File: config.mk
export PLATFORM = sky130hd
export DESIGN_NAME = drive_command_frame_encoder_core
export DESIGN_NICKNAME = d
export VERILOG_FILES = /design/src/dcfe_pkg.sv /design/src/dcfe_front.sv /design/src/dcfe_queue.sv /design/src/dcfe_back.sv /design/src/drive_command_frame_encoder_core.sv
export SDC_FILE = /design/constraint.sdc
export NUM_CORES = 1
export LEC_CHECK = 0
export ABC_AREA = 1
export BUFFER_PORTS_ARGS = -buffer_cell sky130_fd_sc_hd__buf_2
export CORE_MARGIN = 3
export CORE_UTILIZATION = 55
export CTS_BUF_LIST = sky130_fd_sc_hd__clkbuf_8 sky130_fd_sc_hd__clkbuf_16
export DETAILED_ROUTE_END_ITERATION = 8
export GPL_ROUTABILITY_DRIVEN = 0
export PLACE_DENSITY = 0.8
export RECOVER_POWER = 25
export SYNTH_ARGS = -nofsm -noshare
export SYNTH_HDL_FRONTEND = slang
export SYNTH_SLANG_ARGS = --single-unit
File: constraint.sdc
create_clock -name clk -period 2.9 [get_ports clk]
set_input_delay 0 -clock clk [delete_from_list [all_inputs] [get_ports clk]]
set_output_delay 0 -clock clk [all_outputs]
set_load 0.1 [all_outputs]
File: src/dcfe_pkg.sv
// shared types, constants and crc helper for the drive command frame encoder
`default_nettype none
package dcfe_pkg;

	localparam int unsigned FRAME_LEN = 9;
	localparam int unsigned IDX_W     = 4;

	localparam logic [7:0]  SYNC_BYTE = 8'hFF;
	localparam logic [7:0]  CMD_BYTE  = 8'h07;
	localparam logic [15:0] CRC_INIT  = 16'hFFFF;
	localparam logic [15:0] CRC_POLY  = 16'hA001;

	// frame byte positions in send order
	localparam logic [IDX_W-1:0] BYTE_SYNC   = 4'd0;
	localparam logic [IDX_W-1:0] BYTE_CMD    = 4'd1;
	localparam logic [IDX_W-1:0] BYTE_L_LO   = 4'd2;
	localparam logic [IDX_W-1:0] BYTE_L_HI   = 4'd3;
	localparam logic [IDX_W-1:0] BYTE_R_LO   = 4'd4;
	localparam logic [IDX_W-1:0] BYTE_R_HI   = 4'd5;
	localparam logic [IDX_W-1:0] BYTE_CTRL   = 4'd6;
	localparam logic [IDX_W-1:0] BYTE_CRC_LO = 4'd7;
	localparam logic [IDX_W-1:0] BYTE_CRC_HI = 4'd8;

	// control byte bits
	localparam int unsigned CTRL_SPD_HI = 7;
	localparam int unsigned CTRL_L_FWD  = 6;
	localparam int unsigned CTRL_SPD_LO = 5;
	localparam int unsigned CTRL_R_FWD  = 4;
	localparam int unsigned CTRL_ONE    = 3;

	typedef struct packed {
		logic [15:0] lmag;
		logic [15:0] rmag;
		logic [7:0]  ctrl;
	} cmd_entry_t;

	// one byte of crc-16/modbus, lsb first
	function automatic logic [15:0] crc_update(input logic [15:0] crc, input logic [7:0] data);
		logic [15:0] c;
		c = crc ^ {8'h00, data};
		for (int i = 0; i < 8; i++) begin
			if (c[0]) begin
				c = (c >> 1) ^ CRC_POLY;
			end else begin
				c = c >> 1;
			end
		end
		return c;
	endfunction

endpackage
`default_nettype wire

File: src/dcfe_front.sv
// front end: config register, magnitude and direction, control byte build
`default_nettype none
module dcfe_front
	import dcfe_pkg::*;
(
	input  wire logic              clk,
	input  wire logic              arst_n,
	input  wire logic              cfg_we,
	input  wire logic              cfg_data,
	input  wire logic              in_valid,
	output logic                   in_ready,
	input  wire logic [15:0]       left_speed,
	input  wire logic [15:0]       right_speed,
	input  wire logic              q_full,
	output logic                   q_push,
	output cmd_entry_t             q_entry
);

	logic        spd_en_q;
	logic        lfwd, rfwd;
	logic [15:0] lmag, rmag;

	always_ff @(posedge clk or negedge arst_n) begin
		if (!arst_n) begin
			spd_en_q <= 1'b0;
		end else if (cfg_we) begin
			spd_en_q <= cfg_data;
		end
	end

	// two's complement magnitude; most negative code stays 0x8000
	assign lfwd = ~left_speed[15];
	assign rfwd = ~right_speed[15];
	assign lmag = lfwd ? left_speed  : (~left_speed + 16'd1);
	assign rmag = rfwd ? right_speed : (~right_speed + 16'd1);

	always_comb begin
		q_entry.lmag = lmag;
		q_entry.rmag = rmag;
		q_entry.ctrl = 8'h00;
		q_entry.ctrl[CTRL_SPD_HI] = spd_en_q;
		q_entry.ctrl[CTRL_L_FWD]  = lfwd;
		q_entry.ctrl[CTRL_SPD_LO] = spd_en_q;
		q_entry.ctrl[CTRL_R_FWD]  = rfwd;
		q_entry.ctrl[CTRL_ONE]    = 1'b1;
	end

	assign in_ready = ~q_full;
	assign q_push   = in_valid & ~q_full;

endmodule
`default_nettype wire

File: src/dcfe_queue.sv
// two-entry command queue between front and back
`default_nettype none
module dcfe_queue
	import dcfe_pkg::*;
(
	input  wire logic       clk,
	input  wire logic       arst_n,
	input  wire logic       push,
	input  wire cmd_entry_t push_entry,
	output logic            full,
	input  wire logic       pop,
	output logic            not_empty,
	output cmd_entry_t      head
);

	cmd_entry_t  slot_q [2];
	logic        wr_ptr_q, rd_ptr_q;
	logic [1:0]  count_q;

	assign full      = (count_q == 2'd2);
	assign not_empty = (count_q != 2'd0);
	assign head      = slot_q[rd_ptr_q];

	always_ff @(posedge clk) begin
		if (push) begin
			slot_q[wr_ptr_q] <= push_entry;
		end
	end

	always_ff @(posedge clk or negedge arst_n) begin
		if (!arst_n) begin
			wr_ptr_q <= 1'b0;
			rd_ptr_q <= 1'b0;
			count_q  <= 2'd0;
		end else begin
			if (push) begin
				wr_ptr_q <= ~wr_ptr_q;
			end
			if (pop) begin
				rd_ptr_q <= ~rd_ptr_q;
			end
			case ({push, pop})
				2'b10:   count_q <= count_q + 2'd1;
				2'b01:   count_q <= count_q - 2'd1;
				default: count_q <= count_q;
			endcase
		end
	end

endmodule
`default_nettype wire

File: src/dcfe_back.sv
// back end: byte serializer with running crc and output register
`default_nettype none
module dcfe_back
	import dcfe_pkg::*;
(
	input  wire logic        clk,
	input  wire logic        arst_n,
	input  wire logic        q_not_empty,
	input  wire cmd_entry_t  q_head,
	output logic             q_pop,
	output logic             out_valid,
	input  wire logic        out_ready,
	output logic [7:0]       frame_byte,
	output logic             last_byte
);

	logic [IDX_W-1:0] idx_q;
	logic [15:0]      crc_q;
	logic             out_valid_q;
	logic [7:0]       byte_q;
	logic             last_q;
	logic             load;
	logic [7:0]       next_byte;

	assign load  = q_not_empty & (~out_valid_q | out_ready);
	assign q_pop = load & (idx_q == BYTE_CRC_HI);

	always_comb begin
		case (idx_q)
			BYTE_SYNC:   next_byte = SYNC_BYTE;
			BYTE_CMD:    next_byte = CMD_BYTE;
			BYTE_L_LO:   next_byte = q_head.lmag[7:0];
			BYTE_L_HI:   next_byte = q_head.lmag[15:8];
			BYTE_R_LO:   next_byte = q_head.rmag[7:0];
			BYTE_R_HI:   next_byte = q_head.rmag[15:8];
			BYTE_CTRL:   next_byte = q_head.ctrl;
			BYTE_CRC_LO: next_byte = crc_q[7:0];
			BYTE_CRC_HI: next_byte = crc_q[15:8];
			default:     next_byte = SYNC_BYTE;
		endcase
	end

	always_ff @(posedge clk or negedge arst_n) begin
		if (!arst_n) begin
			idx_q       <= BYTE_SYNC;
			crc_q       <= CRC_INIT;
			out_valid_q <= 1'b0;
		end else begin
			if (load) begin
				out_valid_q <= 1'b1;
				idx_q       <= (idx_q == BYTE_CRC_HI) ? BYTE_SYNC : idx_q + 4'd1;
				// crc covers command byte through control byte
				if (idx_q == BYTE_SYNC) begin
					crc_q <= CRC_INIT;
				end else if (idx_q inside {[BYTE_CMD:BYTE_CTRL]}) begin
					crc_q <= crc_update(crc_q, next_byte);
				end
			end else if (out_ready) begin
				out_valid_q <= 1'b0;
			end
		end
	end

	always_ff @(posedge clk) begin
		if (load) begin
			byte_q <= next_byte;
			last_q <= (idx_q == BYTE_CRC_HI);
		end
	end

	assign out_valid  = out_valid_q;
	assign frame_byte = byte_q;
	assign last_byte  = last_q;

endmodule
`default_nettype wire

File: src/drive_command_frame_encoder_core.sv
// top level of the drive command frame encoder
//
//  channel   direction  handshake                          word
//  config    in         speed_control_enable_we            speed_control_enable
//  command   in         in_valid / in_ready                left_speed, right_speed
//  frame     out        out_valid / out_ready              frame_byte, last_byte
//
// each command word becomes nine frame words, one per cycle while out_ready is high;
// the byte serializer in the back end produces them
// a two-entry queue lets the front take the next command while a frame is still going out
// the output register holds a word under stall; the crc is updated one byte per cycle unless the output stalls
// asynchronous reset clears the flag, queue pointers and serializer state
`default_nettype none
module drive_command_frame_encoder_core
	import dcfe_pkg::*;
(
	input  wire logic        clk,
	input  wire logic        arst_n,
	input  wire logic        speed_control_enable_we,
	input  wire logic        speed_control_enable,
	input  wire logic        in_valid,
	output logic             in_ready,
	input  wire logic [15:0] left_speed,
	input  wire logic [15:0] right_speed,
	output logic             out_valid,
	input  wire logic        out_ready,
	output logic [7:0]       frame_byte,
	output logic             last_byte
);

	cmd_entry_t push_entry, head;
	logic       push, full, pop, not_empty;

	dcfe_front u_front (
		.clk        (clk),
		.arst_n     (arst_n),
		.cfg_we     (speed_control_enable_we),
		.cfg_data   (speed_control_enable),
		.in_valid   (in_valid),
		.in_ready   (in_ready),
		.left_speed (left_speed),
		.right_speed(right_speed),
		.q_full     (full),
		.q_push     (push),
		.q_entry    (push_entry)
	);

	dcfe_queue u_queue (
		.clk       (clk),
		.arst_n    (arst_n),
		.push      (push),
		.push_entry(push_entry),
		.full      (full),
		.pop       (pop),
		.not_empty (not_empty),
		.head      (head)
	);

	dcfe_back u_back (
		.clk        (clk),
		.arst_n     (arst_n),
		.q_not_empty(not_empty),
		.q_head     (head),
		.q_pop      (pop),
		.out_valid  (out_valid),
		.out_ready  (out_ready),
		.frame_byte (frame_byte),
		.last_byte  (last_byte)
	);

endmodule
`default_nettype wire
==> flow_summary.toml, run 1 <==
[run_status]
status = "complete, no violations"

[synth]
yosysUniqueCellTypes = 36
syn_area_per_cell_sq_um = 9.10
ys_seq_elements = 105
synth-seq-area-share_pct = 54.9
yosysWarnings = 0
synthCells = 609
synth_nets = 655
syn-cell-area_sq_um = 5540

[floorplan]
die_w_microns = 106
io_pins = 49
core-area_sq_um = 9770
rows = 36
die_area_sq_um = 11300
start_util_pct = 56.7
die_h_microns = 106

[timing]
final.min_clock_period_ns = 2.61
tns_ns = 0
setup_viol = 0
rsz0062_at_grt = "no"
fmax_mhz = 383
holdWs_ns = 0.0568
drv_slew = 0
final-hold-violation-count = 0
setup_ws_ns = 0.289
finalCritPeriodShare_pct = 90.0
worst_slew_pin_slew_ns = 1.41
clock_skew_ns = 0.0102
maxSlewHeadroom_pct = 6.10

[placement]
dp_hpwl_mm = 8.48
pre_cts_ws_ns = 0.284
post-place-cells = 786
io_buffer_count = 48

[cts]
clk_latency_ns = 0.38
numClockSinks = 105
cts_buffer_depth = 2
tritoncts = "yes"
cts_max_level = 3
cts_setup_buffers = 0
root_buffer = "clkbuf_8"
numCtsBuffers = 9
path_clk_slew_ns = 0.10

[route]
drc = 0
wl_per_cell_microns = 14.6
drt_wl_total_mm = 12.2
dr.pass1.iters = 7
drt-initial-drc-count = 268
vias = 4415
ant_nets = 0
vias_per_cell = 5.29

[setup_path]
arrival_ns = 2.94
cp_slowest_stage_delay_ns = 0.43
critPathKind = "register to register"
cp-end-kind = "register"
path_max_fanout = 6
cp_data_required_time_ns = 3.23
cp_top_family = "simple AND/OR/NAND/NOR gates"
critPathBufInv = 3
worst_path_most_repeated_cell = "nand2_1"
crit_chain = "inv_1 -> ha_1 -> nand3_2 -> a21oi_1 -> nor2_1 -> nand3_2 -> nand2_1 -> nand2_1 -> nand2_2 -> nand2_2 -> nand2_1 -> inv_2 -> nor2_2 -> nand2_2 -> nand3_1 -> nand2_2 -> nand2_1 -> nand3_1 -> nand2_1 -> inv_1"
slowest_stage = "dfrtp_1"
startpoint_type = "register"

[min_path]
hold_class = "primary input to register"

[final_layout]
fillers = 765
final_cells = 834
fin_util_pct = 65.8
final_cell_mix = "nand2_1 (208), edfxtp_1 (79), inv_1 (54)"
syn_to_final_growth_pct = 16.1
drive_gt1_share_pct = 16.4
final_common_cell = "nand2_1"
regArea_sq_um = 3040
num_antenna_cells = 0
multi_input_area_sq_um = 2220
nets = 743

[global_route]
grt_overflow = 0
grt_start_max_net_pins = 37
antenna_found_initial = 0
grt_pass1_vias = 4335
grt_pass1_wl_mm = 20.2
grt_usage_pct = 22.9

[pwr]
peakVddDrop_mv = 0.749
p_leak_nw = 2.82
powerDensity_nw_per_um2 = 1200

[job]
maxCapViolations = 0
==> flip-flops by register name, indices dropped and copies added (netlist names), 2 cells and up <==
signal / cells
u_queue.slot_q: 70
u_back.crc_q: 16
u_back.frame_byte: 8
u_back.idx_q: 4
u_queue.count_q: 2
==> through the flow <==
step	power, mW	cell area (sq um)
after floorplan	5.98	5540
final	7.74	6430
after global placement	6.73	5930
after CTS	7.72	6430
after global routing	8.37	6430
after detailed placement	6.86	5930
==> tightest hold or removal path, delay by kind of cell <==
kind                   cells  cell delay, ns
AO/OA/AOI/OAI              1            0.10
buffers and inverters      2            0.16
==> cell type report <==
| cell class | instances | share of cell area (%) |
|---|---|---|
| clock inverter | 6 | 0.797 |
| clock buffer | 9 | 1.92 |
| multi-input combinational | 432 | 34.5 |
| inverter | 62 | 3.66 |
| timing repair buffer | 87 | 9.29 |
| sequential | 105 | 47.3 |
| tap | 133 | 2.59 |
==> report_power, final <==
part,switching [mW],total (mW),internal (mW)
logic,3.11,4.35,1.23
clock network,0.505,0.828,0.322
registers,0.266,2.57,2.30
==> cells in the mapped netlist (all sizes together) <==
library cell  count  share of area (%)
nor4              4               0.45
a31o              1               0.16
nor3              7               0.63
nand4            16                1.8
nand2           221                 16
dfrtp            10                4.5
nor2             56                4.6
o21ai            23                2.1
clkbuf            2               0.14
inv              59                4.0
mux2              1               0.20
a211oi            2               0.27
nand3            24                2.7
buf               8                1.0
a21oi            18                1.6
clkinv            3               0.20
dfstp            16                7.6
a22oi             4               0.54
nor3b             6               0.81
xnor2             8                1.3
xor2             24                3.8
o22ai             8               0.90
ha                8                1.8
edfxtp           79                 43
nand3b            1               0.14
==> what timing repair did <==
| action | in CTS | in global routing |
|---|---|---|
| setup endpoints to repair | 0 | 2 |
| hold endpoints to repair | 71 | 2 |
| hold buffers | 32 | 1 |
| gates resized for setup | 0 | 3 |
==> final timing paths <==
| kind | cells after the start | to | slack [ns] | from |
|---|---|---|---|---|
| worst max-delay path | 20 | u_back.crc_q[0]$_DFFE_PN1P_ | 0.29 | u_back.idx_q[1]$_DFFE_PN0P_ |
| worst min-delay path | 3 | u_queue.slot_q[1][5]$_DFFE_PP_ | 0.06 | right_speed[1] |
| worst max register to register | 20 | u_back.crc_q[0]$_DFFE_PN1P_ | 0.29 | u_back.idx_q[1]$_DFFE_PN0P_ |
| worst min register to register | 0 | u_queue.slot_q[1][3]$_DFFE_PP_ | 0.49 | u_front.spd_en_q$_DFFE_PN0P_ |
| max in group asynchronous | 2 | u_back.idx_q[1]$_DFFE_PN0P_ | 1.60 | arst_n |
| min in group asynchronous | 2 | u_queue.rd_ptr_q$_DFFE_PN0P_ | 0.47 | arst_n |
==> cells by family after synthesis <==
group           count (synthesis)  synth area share, %
xor+xnor                       32                 5.06
simple gates                  335                 27.0
compound gates                 56                 5.64
fa+ha+maj                       8                 1.81
flops                         105                 54.9
mux                             1                0.203
buf+inv                        72                 5.42
==> routing by layer <==
| layer | GRT usage (%) | vias up | part of all wire (%) |
|---|---|---|---|
| met1 | 28.5 | 2078 | 41 |
| li1 | - | 2177 | - |
| met2 | 38.9 | 134 | 51 |
| met5 | 0 | - | 0 |
| met4 | 7.86 | 0 | 2.4 |
| met3 | 5.59 | 26 | 5.7 |
(Power assumes the default switching activity.)
==> run 2, diff against run 1 <==
==> constraint.sdc (replaced) <==
create_clock -name clk -period 2.9 [get_ports clk]
set_input_delay 0.58 -clock clk [delete_from_list [all_inputs] [get_ports clk]]
set_output_delay 0.58 -clock clk [all_outputs]
set_load 0.1 [all_outputs]
==> run 2 against run 1 <==
  * Design area decreased by 4.6%
  * Critical endpoint unchanged
  * Die area unchanged
  * Count of clock-buffer cells in the layout unchanged
  * Routed wire length decreased by 4.4%
  * Sequential share of layout area increased by 2.3 points
  * Largest cell class unchanged
  * Global-route usage decreased by 1.1 points
  * Fmax decreased by 0.38%
  * Worst setup slack got worse by 0.0099 ns
  * Critical path depth unchanged
  * Clock skew increased by 0.0029 ns
==> flow_summary.toml, run 2 (same netlist as run 1, synthesis figures left out) <==
[run_status]
status = "complete, no violations"

[placement]
io_buffer_count = 48
placed_area_sq_um = 5930
dp_hpwl_mm = 8.55

[setup_path]
path_max_fanout = 7
slowest_stage = "dfrtp_1"
startpoint_type = "register"
arrival_ns = 2.95
worst_path_most_repeated_cell = "nand2_1"
crit_chain = "ha_1 -> inv_1 -> nor2_4 -> nand2_1 -> nand2_1 -> nor2_1 -> nand3_1 -> nand2_1 -> nand2_1 -> inv_1 -> nand2_1 -> nand2_1 -> inv_1 -> nand2_2 -> nand3_1 -> nand2_2 -> nand2_1 -> nand3_1 -> nand2_1 -> inv_1"
cp_slowest_stage_delay_ns = 0.43
critPathKind = "register to register"
cp_data_required_time_ns = 3.22
cp-end-kind = "register"

[final_layout]
num_antenna_cells = 0
fillers = 817
final_common_cell = "nand2_1"
drive_gt1_share_pct = 18.7
final_cell_mix = "nand2_1 (208), edfxtp_1 (79), inv_1 (53)"
syn_to_final_growth_pct = 10.7
regMostFlops = "u_queue.slot_q"
multi_input_area_sq_um = 2220
final_area_sq_um = 6140
regArea_sq_um = 3040
largest_reg_flops = 70
nets = 710

[cts]
cts_setup_buffers = 0
clk_latency_ns = 0.38
numClockSinks = 105
cts_hold_buf = 0
root_buffer = "clkbuf_8"
cts_max_level = 3
numCtsBuffers = 9
cts_buffer_depth = 2
tritoncts = "yes"
path_clk_slew_ns = 0.11

[floorplan]
io_pins = 49
start_util_pct = 56.7
rows = 36
die_area_sq_um = 11300
die_w_microns = 106
die_h_microns = 106
core-area_sq_um = 9770

[min_path]
hold_class = "primary input to register"

[route]
wl_per_cell_microns = 14.5
drc = 0
dr.pass1.iters = 5
ant_nets = 0
vias_per_cell = 5.41
drt-initial-drc-count = 228
drt_wl_total_mm = 11.6
vias = 4341

[timing]
fmax_mhz = 381
setup_viol = 0
rsz0062_at_grt = "no"
worst_slew_pin_slew_ns = 1.44
maxSlewHeadroom_pct = 3.73
finalCritPeriodShare_pct = 90.4
clock_skew_ns = 0.0131
final.min_clock_period_ns = 2.62
final-hold-violation-count = 0
drv_slew = 0

[global_route]
grt_usage_pct = 21.7
grt_use_met2_pct = 37.9
grt_pass1_wl_mm = 19.4
met3_usage_pct = 4.25
grt_pass1_vias = 4177
grt_most_used_layer = "met2"
antenna_found_initial = 0
grt_start_max_net_pins = 37
grt_overflow = 0
grt_util_met1_pct = 26.7

[job]
maxCapViolations = 0
-- run 2: timing repair --
item                                    CTS  global route
endpoints found under the setup margin    0             2
hold endpoints to repair                  0             0
gates resized for setup                   0             5
-- run 2: stage by stage --
step	utilization (%)	instances	setup TNS [ns]	setup slack (ns)	hold slack (ns)
6_report	62.8	802	0	0.279	0.380
5_1_grt	62.8	802	0	0.00861	0.409
4_1_cts	62.7	802	0	0.218	0.214
3_5_place_dp	60.7	786	0	0.255	0.486
3_3_place_gp	60.7	786	0	0.333	0.460
2_1_floorplan	-	609	-27.36	-0.402	0.284
-- run 2: path summary, 6_finish.rpt --
path                                         startpoint                        endpoint  slack (ns)  cells past startpoint
max                         u_back.idx_q[0]$_DFFE_PN0P_     u_back.crc_q[0]$_DFFE_PN1P_        0.28                     20
min                                           out_ready    u_back.out_valid$_DFFE_PN0P_        0.38                      2
max reg2reg                 u_back.idx_q[0]$_DFFE_PN0P_     u_back.crc_q[0]$_DFFE_PN1P_        0.28                     20
min reg2reg                u_front.spd_en_q$_DFFE_PN0P_  u_queue.slot_q[0][3]$_DFFE_PP_        0.51                      0
max in group asynchronous                        arst_n    u_queue.rd_ptr_q$_DFFE_PN0P_        1.54                      1
min in group asynchronous                        arst_n    u_queue.wr_ptr_q$_DFFE_PN0P_        0.53                      1
-- run 2: area by class of cell --
type,instances,area share (%)
Inverter,62,3.83
Clock buffer,9,2.02
Multi-Input combinational cell,432,36.2
Clock inverter,7,1.20
Tap cell,133,2.71
Sequential cell,105,49.6
Timing Repair Buffer,54,4.48
-- run 2: critical path, delay by kind of cell, from the launching register on --
family	cells	cell delay, ns
adders and majority gates	1	0.31
and+or+nand+nor	15	1.37
DFF	1	0.43
buffers and inverters	4	0.44
-- run 2: layer usage --
metal / up-vias / wire length (microns) / part of all wire (%)
li1: 2117 / - / -
met1: 2054 / 4650 / 40
met2: 153 / 5970 / 51
met3: 17 / 802 / 6.9
met4: 0 / 204 / 1.8
met5: - / 0 / 0
Power of run 2 is left out: the tool's default activity adds up to more than one toggle a clock period on the data nets, which glitch-free logic cannot reach.
==> run 3, diff against run 2 <==
RECOVER_POWER = not set   (was 25)
==> run 3 against run 2 <==
  * Critical path depth up 1
  * Routed wire length up 0.21%
  * Flip-flop and latch count unchanged
  * Critical path type unchanged
  * Largest cell class unchanged
==> flow_summary.toml, run 3 (same netlist as run 1, synthesis figures left out) <==
[run_status]
status = "complete, no violations"

[global_route]
grt_pass1_vias = 4177
grt_overflow = 0
grt_pass1_wl_mm = 19.4
grt_usage_pct = 21.7
grt_start_max_net_pins = 37
antenna_found_initial = 0

[final_layout]
nets = 710
drive_gt1_share_pct = 19.6
regMostFlops = "u_queue.slot_q"
largest_reg_flops = 70
syn_to_final_growth_pct = 10.9
num_antenna_cells = 0
final_cell_mix = "nand2_1 (208), edfxtp_1 (79), inv_1 (53)"
final_common_cell = "nand2_1"

[timing]
rsz0062_at_grt = "no"
maxSlewHeadroom_pct = 59.8
setup_viol = 0
worst_slew_pin_slew_ns = 0.603
drv_slew = 0
tns_ns = 0
final-hold-violation-count = 0
fmax_mhz = 380
final.min_clock_period_ns = 2.63
clock_skew_ns = 0.0131
finalCritPeriodShare_pct = 90.8

[floorplan]
io_pins = 49
die_w_microns = 106
core-area_sq_um = 9770
die_area_sq_um = 11300
die_h_microns = 106
start_util_pct = 56.7
rows = 36

[placement]
dp_hpwl_mm = 8.55
io_buffer_count = 48

[cts]
numCtsBuffers = 9
path_clk_slew_ns = 0.11
cts_buffer_depth = 2
clk_latency_ns = 0.38
tritoncts = "yes"
root_buffer = "clkbuf_8"
numClockSinks = 105
cts_max_level = 3

[route]
ant_nets = 0
drt_wl_total_mm = 11.6
vias = 4314
drc = 0
drt-initial-drc-count = 230
vias_per_cell = 5.38
dr.pass1.iters = 5
wl_per_cell_microns = 14.5

[min_path]
hold_class = "primary input to asynchronous set/reset pin"

[setup_path]
arrival_ns = 2.95
path_max_fanout = 7
cp_data_required_time_ns = 3.22
startpoint_type = "register"
cp-end-kind = "register"
critPathKind = "register to register"

[job]
maxCapViolations = 0
[run 3: cell types whose count changed in the layout (fill, tap and decap cells not counted), sizes merged]
| cell | change |
|---|---|
| buf | +6 |
| clkbuf | -6 |
[run 3: area by class of cell]
type                            instances  area, sq um
Clock inverter                          7         73.8
Tap cell                              133          166
Clock buffer                            9          124
Multi-Input combinational cell        432         2220
Inverter                               62          235
Sequential cell                       105         3040
Timing Repair Buffer                   54          285
Fill cell                             813         3630
[run 3: worst max-delay path: stages, from the launching register on]
cell,delay (ns)
dfrtp_1,0.43
ha_1,0.31
inv_1,0.23
nor2_4,0.10
nand2_1,0.08
nand2_1,0.07
nor2_2,0.22
nand3_2,0.14
nand2_1,0.10
nand2_2,0.07
nand2_1,0.08
nand2_2,0.06
nand2_1,0.09
inv_2,0.04
nor2_2,0.10
nand2_2,0.07
nand3_1,0.11
nand2_2,0.07
nand2_1,0.05
nand3_1,0.06
nand2_1,0.06
inv_1,0.04
[run 3: what timing repair did]
| item | 4_1_cts | 5_1_grt |
|---|---|---|
| setup endpoints to repair | 0 | 2 |
| endpoints found under the hold margin | 0 | 0 |
| hold buffers | 0 | 0 |
| buffers inserted | 0 | 0 |
| resized for setup | 0 | 5 |
[run 3: stage by stage]
| step | cell area, sq um | setup slack (ns) | hold WS, ns | utilization [%] | std cells |
|---|---|---|---|---|---|
| 3_3_place_gp | 5930 | 0.333 | 0.460 | 60.7 | 786 |
| 3_5_place_dp | 5930 | 0.255 | 0.486 | 60.7 | 786 |
| 2_1_floorplan | 5540 | -0.402 | 0.284 | - | 609 |
| 6_report | 6150 | 0.267 | 0.200 | 62.9 | 802 |
| 5_1_grt | 6150 | 0.00861 | 0.230 | 62.9 | 802 |
| 4_1_cts | 6130 | 0.218 | 0.214 | 62.7 | 802 |
[run 3: metal layers]
metal  GRT usage, %  up-vias  share of wire, %
met5              0        -                 0
met2           37.9      141                51
met4           7.86        0               2.0
met1           26.7     2035                41
met3           4.25       23               6.0
li1               -     2115                 -
[run 3: worst paths after layout]
path | startpoint | to | slack, ns | depth (start not counted)
setup / recovery | u_back.idx_q[0]$_DFFE_PN0P_ | u_back.crc_q[0]$_DFFE_PN1P_ | 0.27 | 21
hold / removal | arst_n | u_queue.wr_ptr_q$_DFFE_PN0P_ | 0.20 | 1
setup reg to reg | u_back.idx_q[0]$_DFFE_PN0P_ | u_back.crc_q[0]$_DFFE_PN1P_ | 0.27 | 21
hold reg to reg | u_front.spd_en_q$_DFFE_PN0P_ | u_queue.slot_q[0][3]$_DFFE_PP_ | 0.51 | 0
max in group asynchronous | arst_n | u_back.crc_q[12]$_DFFE_PN1P_ | 2.31 | 1
min in group clk | out_ready | u_back.out_valid$_DFFE_PN0P_ | 0.38 | 2
Power of run 3 is left out for the same reason.
